`config.mk`:
```
export PLATFORM = sky130hd
export DESIGN_NAME = okvt_ctrl
export DESIGN_NICKNAME = d
export VERILOG_FILES = /design/src/hdl/okvt_pkg.sv /design/src/hdl/okvt_ctrl.sv
export SDC_FILE = /design/constraint.sdc
export NUM_CORES = 1
export LEC_CHECK = 0
export ABC_AREA = 0
export BUFFER_PORTS_ARGS = -buffer_cell sky130_fd_sc_hd__buf_2
export CORE_AREA = 5 5 42 44
export CTS_CLUSTER_DIAMETER = 100
export DETAILED_ROUTE_END_ITERATION = 16
export DIE_AREA = 0 0 47 49
export PLACE_DENSITY = 0.82
export SLEW_MARGIN = 20
export SYNTH_ARGS = -nofsm -noshare
export SYNTH_HDL_FRONTEND = slang
export SYNTH_SLANG_ARGS = --single-unit
export TNS_END_PERCENT = 20
```
`constraint.sdc`:
```
create_clock -name aclk -period 3.6 [get_ports aclk]
set_input_delay 0.54 -clock aclk [delete_from_list [all_inputs] [get_ports aclk]]
set_output_delay 0.54 -clock aclk [all_outputs]
set_load 0.005 [all_outputs]
```
`src/hdl/okvt_pkg.sv`:
```
package okvt_pkg;

    localparam int CMD_W      = 3;
    localparam int KEY_IN_W   = 32;
    localparam int VALUE_IN_W = 64;
    localparam int POS_W      = 8;
    localparam int CFG_W      = 9;
    localparam int COUNT_W    = 9;

    localparam logic [CMD_W-1:0] CMD_INSERT  = 3'd0;
    localparam logic [CMD_W-1:0] CMD_UPDATE  = 3'd1;
    localparam logic [CMD_W-1:0] CMD_INS_UPD = 3'd2;
    localparam logic [CMD_W-1:0] CMD_ERASE   = 3'd3;
    localparam logic [CMD_W-1:0] CMD_GET_KEY = 3'd4;
    localparam logic [CMD_W-1:0] CMD_GET_POS = 3'd5;

    localparam logic [1:0] RD_IDX  = 2'd0;
    localparam logic [1:0] RD_NEXT = 2'd1;
    localparam logic [1:0] RD_POS  = 2'd2;

    typedef struct packed {
        logic       load_item;
        logic       idx_clr;
        logic       idx_inc;
        logic       rd_en;
        logic [1:0] rd_sel;
        logic       wr_key;
        logic       wr_val;
        logic       wr_at_count;
        logic       wr_from_mem;
        logic       cnt_inc;
        logic       cnt_dec;
        logic       out_load;
        logic       out_ok;
    } okvt_ctl_t;

    typedef struct packed {
        logic [CMD_W-1:0] cmd;
        logic             hit;
        logic             scan_end;
        logic             shift_end;
        logic             full;
        logic             pos_valid;
    } okvt_sts_t;

endpackage

```
`src/hdl/okvt_ctrl.sv`:
```
module okvt_ctrl
    import okvt_pkg::*;
(
    input  logic      aclk,
    input  logic      aresetn,
    input  logic      s_valid,
    output logic      s_ready,
    output logic      m_valid,
    input  logic      m_ready,
    input  okvt_sts_t sts,
    output okvt_ctl_t ctl
);

    localparam logic [2:0] S_IDLE     = 3'd0;
    localparam logic [2:0] S_DISPATCH = 3'd1;
    localparam logic [2:0] S_SCAN_RD  = 3'd2;
    localparam logic [2:0] S_SCAN_CMP = 3'd3;
    localparam logic [2:0] S_SHIFT_RD = 3'd4;
    localparam logic [2:0] S_SHIFT_WR = 3'd5;
    localparam logic [2:0] S_RESP     = 3'd6;

    logic [2:0] state_reg;
    logic [2:0] state_next;
    logic       ok_reg;
    logic       ok_next;
    logic       m_valid_reg;
    logic       m_valid_next;

    always_comb begin
        ctl          = '0;
        state_next   = state_reg;
        ok_next      = ok_reg;
        m_valid_next = m_valid_reg;
        if (m_valid_reg && m_ready) begin
            m_valid_next = 1'b0;
        end
        unique case (state_reg)
            S_IDLE: begin
                if (s_valid) begin
                    ctl.load_item = 1'b1;
                    ctl.idx_clr   = 1'b1;
                    ok_next       = 1'b0;
                    state_next    = S_DISPATCH;
                end
            end
            S_DISPATCH: begin
                unique case (sts.cmd) inside
                    CMD_INSERT, CMD_UPDATE, CMD_INS_UPD, CMD_ERASE, CMD_GET_KEY: begin
                        state_next = S_SCAN_RD;
                    end
                    CMD_GET_POS: begin
                        if (sts.pos_valid) begin
                            ctl.rd_en  = 1'b1;
                            ctl.rd_sel = RD_POS;
                            ok_next    = 1'b1;
                        end
                        state_next = S_RESP;
                    end
                    default: begin
                        state_next = S_RESP;
                    end
                endcase
            end
            S_SCAN_RD: begin
                if (sts.scan_end) begin
                    if ((sts.cmd == CMD_INSERT || sts.cmd == CMD_INS_UPD) && !sts.full) begin
                        ctl.wr_key      = 1'b1;
                        ctl.wr_val      = 1'b1;
                        ctl.wr_at_count = 1'b1;
                        ctl.cnt_inc     = 1'b1;
                        ok_next         = 1'b1;
                    end
                    state_next = S_RESP;
                end else begin
                    ctl.rd_en  = 1'b1;
                    ctl.rd_sel = RD_IDX;
                    state_next = S_SCAN_CMP;
                end
            end
            S_SCAN_CMP: begin
                if (sts.hit) begin
                    unique case (sts.cmd) inside
                        CMD_UPDATE, CMD_INS_UPD: begin
                            ctl.wr_val = 1'b1;
                            ok_next    = 1'b1;
                            state_next = S_RESP;
                        end
                        CMD_ERASE: begin
                            state_next = S_SHIFT_RD;
                        end
                        CMD_GET_KEY: begin
                            ok_next    = 1'b1;
                            state_next = S_RESP;
                        end
                        default: begin
                            state_next = S_RESP;
                        end
                    endcase
                end else begin
                    ctl.idx_inc = 1'b1;
                    state_next  = S_SCAN_RD;
                end
            end
            S_SHIFT_RD: begin
                if (sts.shift_end) begin
                    ctl.cnt_dec = 1'b1;
                    ok_next     = 1'b1;
                    state_next  = S_RESP;
                end else begin
                    ctl.rd_en  = 1'b1;
                    ctl.rd_sel = RD_NEXT;
                    state_next = S_SHIFT_WR;
                end
            end
            S_SHIFT_WR: begin
                ctl.wr_key      = 1'b1;
                ctl.wr_val      = 1'b1;
                ctl.wr_from_mem = 1'b1;
                ctl.idx_inc     = 1'b1;
                state_next      = S_SHIFT_RD;
            end
            S_RESP: begin
                if (!m_valid_reg || m_ready) begin
                    ctl.out_load = 1'b1;
                    ctl.out_ok   = ok_reg;
                    m_valid_next = 1'b1;
                    state_next   = S_IDLE;
                end
            end
            default: begin
                state_next = S_IDLE;
            end
        endcase
    end

    always_ff @(posedge aclk) begin
        if (!aresetn) begin
            state_reg   <= S_IDLE;
            ok_reg      <= 1'b0;
            m_valid_reg <= 1'b0;
        end else begin
            state_reg   <= state_next;
            ok_reg      <= ok_next;
            m_valid_reg <= m_valid_next;
        end
    end

    assign s_ready = (state_reg == S_IDLE);
    assign m_valid = m_valid_reg;

endmodule
```
==> impl_metrics.json <==
{
  "outcome": "complete, no violations",
  "final_critical_path_setup_slack_ns": 1.082,
  "route.antenna.remaining_nets": 0,
  "post_cts.resized_instances": 0,
  "layout.cells.most_common_list": "27 x buf_2, 10 x nor2_1, 7 x nor3_1, 7 x a21oi_1, 6 x nand2b_1",
  "mappedNetlistNets": 87,
  "hold_class": "reg -> reg",
  "timing.clock.skew_ns": 0.01096,
  "largest_reg_flops": 3,
  "period_share_pct": 69.94,
  "ioPinCount": 28,
  "rr_worst_depth": 4,
  "synth-async-reset-ratio_pct": 0,
  "clockBufferDepth": 2,
  "criticalPathCategory": "reg -> out",
  "post_cts_buffers": 0,
  "wl_per_cell_um": 11.62,
  "total_leakage_power_nw": 0.3019,
  "power.density_cell_area_mw_per_mm2": 469.8,
  "final_common_cell": "buf_2",
  "routed-via-count": 593,
  "start_util_pct": 38.39,
  "setup.worst_path.end_class": "primary output",
  "vdd_ir_drop_max_uv": 207.4,
  "post-route-min-period_ns": 2.518,
  "crit_path_max_fanout": 18,
  "cp.arrival_ns": 1.98,
  "most_instantiated_flip_flop_cell_in_the_synthesis_netlist": "dfxtp_1",
  "cp_data_required_time_ns": 3.06,
  "finalWeightedCongestion": 0.7819,
  "synth-seq-cells": 5,
  "pre_cts_ws_ns": 1.374,
  "clock.fmax_ghz": 0.3972,
  "vias_per_cell": 5.248,
  "antenna_violations_before_repair": 0,
  "rows": 14,
  "first_global_vias": 515,
  "netlist_instances": 75,
  "post-dp-hpwl_um": 1012,
  "core_area_mm2": 0.001401,
  "post_synth.cell_area_avg_um2": 7.174,
  "setup_viol_count_final": 0,
  "hold_viol_final": 0,
  "final.setup.tns_ns": 0,
  "h-tree-depth": 1,
  "clock_tree_from_tritoncts": "yes",
  "netlist-cell-type-count": 34,
  "pin_count_of_the_biggest_net_entering_global_routing": 21,
  "timing_max_transition_violations_final": 0,
  "detail_route.wirelength_um": 1313,
  "number_of_hold_buffers_added_after_cts": 0,
  "die_area_mm2": 0.002303,
  "timing.critical_path.from_type": "register",
  "clkLatencyLatePin_ns": 0.26,
  "area.growth.synth_to_final_pct": 23.49,
  "hold-path-cell-count": 2,
  "drt_first_pass_iters": 4,
  "setup_repair_after_global_routing_missed_its_margin": "no",
  "io_buffer_count": 27,
  "final_net_count": 110,
  "synth.yosys.seq_area_share_pct": 18.60,
  "global_route_wire_length_before_repair_um": 2166,
  "synth_warnings": 0,
  "clock_sinks": 5,
  "die_width_um": 47,
  "drt_first_iter_violations": 13,
  "slew_headroom_pct": 60.22,
  "die_height_um": 49,
  "finalInstanceArea_um2": 664.4,
  "cts.clk_slew.worst_paths_ns": 0.05,
  "synth.cell_area_um2": 538.0,
  "fraction_of_layout_instances_using_a_drive_strength_above_1_pct": 37.11,
  "cts-buffers-inserted": 3,
  "grt_use_total_pct": 13.03,
  "dpl-instance-area_um2": 638.1,
  "max_slew.worst_pin.slew_ns": 0.5959,
  "post_route_drc": 0,
  "num_antenna_cells": 0,
  "maxCapViolations": 0,
  "number_of_enable_type_register_cells_in_the_synthesized_netlist": 0,
  "clk_root_buffer_cell": "clkbuf_4",
  "global_route.overflow_total": 0
}
## cell families (layout without fill, tap and decap cells)
kind of cell / count (synthesis) / in the layout / share of synthesized area [%]
AND/OR/NAND/NOR: 38 / 38 / 41.86
flip-flops: 5 / 5 / 18.61
multiplexers: 2 / 2 / 3.721
buffers and inverters: 11 / 33 / 11.63
XOR/XNOR: 2 / 2 / 3.256
AO/OA/AOI/OAI: 17 / 17 / 20.93
## synth_stat cells, types with 2 or more instances
| cell type | instances | area share, % |
|---|---|---|
| nor2_1 | 10 | 7.0 |
| nand4b_1 | 2 | 3.3 |
| buf_4 | 3 | 4.2 |
| buf_1 | 2 | 1.4 |
| buf_2 | 2 | 1.9 |
| inv_1 | 2 | 1.4 |
| or2_2 | 2 | 2.3 |
| nor3_1 | 7 | 6.5 |
| dfxtp_1 | 5 | 19 |
| nand2_1 | 2 | 1.4 |
| a211oi_1 | 2 | 2.8 |
| nor2b_1 | 2 | 2.3 |
| a21oi_1 | 7 | 6.5 |
| mux2i_1 | 2 | 3.7 |
| nand2b_1 | 6 | 7.0 |
## through the flow
stage                     hold WS [ns]  instances   power, W  util, %
after floorplan                 0.4898         75  0.0002110        -
after global placement          0.4901        109  0.0002419    45.54
after detailed placement        0.5060        109  0.0002432    45.54
after CTS                       0.5140        113  0.0003145    47.41
after global routing            0.5558        113  0.0003417    47.41
final                           0.5080        113  0.0003121    47.41
## path summary, 6_finish.rpt
check,endpoint,startpoint,slack [ns]
setup reg to reg,ok_reg$_SDFFE_PN0P_,state_reg[1]$_SDFFE_PN0P_,1.82
setup / recovery,ctl[6],state_reg[1]$_SDFFE_PN0P_,1.08
hold / removal,m_valid$_SDFF_PN0_,m_valid$_SDFF_PN0_,0.51
hold reg to reg,m_valid$_SDFF_PN0_,m_valid$_SDFF_PN0_,0.51
## cell type report
type                            instances  area (µm²)
Clock buffer                            4       26.28
Timing Repair Buffer                   27       135.1
Tap cell                               16       20.02
Multi-Input combinational cell         59       375.4
Fill cell                             158       737.0
Inverter                                2       7.507
Sequential cell                         5       100.1
## worst max-delay path, stage by stage (launching register included)
cell and delay [ns]:
dfxtp_1 0.68, nand2b_1 0.18, or4_4 0.46, o21bai_1 0.17, or2_2 0.12, buf_2 0.10
## metal layers
metal | wire length [µm] | track usage, %
met5 | 0 | 0
met2 | 603 | 17.87
met4 | 20 | 11.06
met1 | 596 | 16.70
met3 | 92 | 2.214
## power by group
group,total (W),switching [W],internal [W]
clock network,0.0000696,0.0000274,0.0000422
registers,0.000112,0.0000431,0.0000685
logic,0.000131,0.0000574,0.0000735
Note: power is estimated with default switching activity, not from simulation.
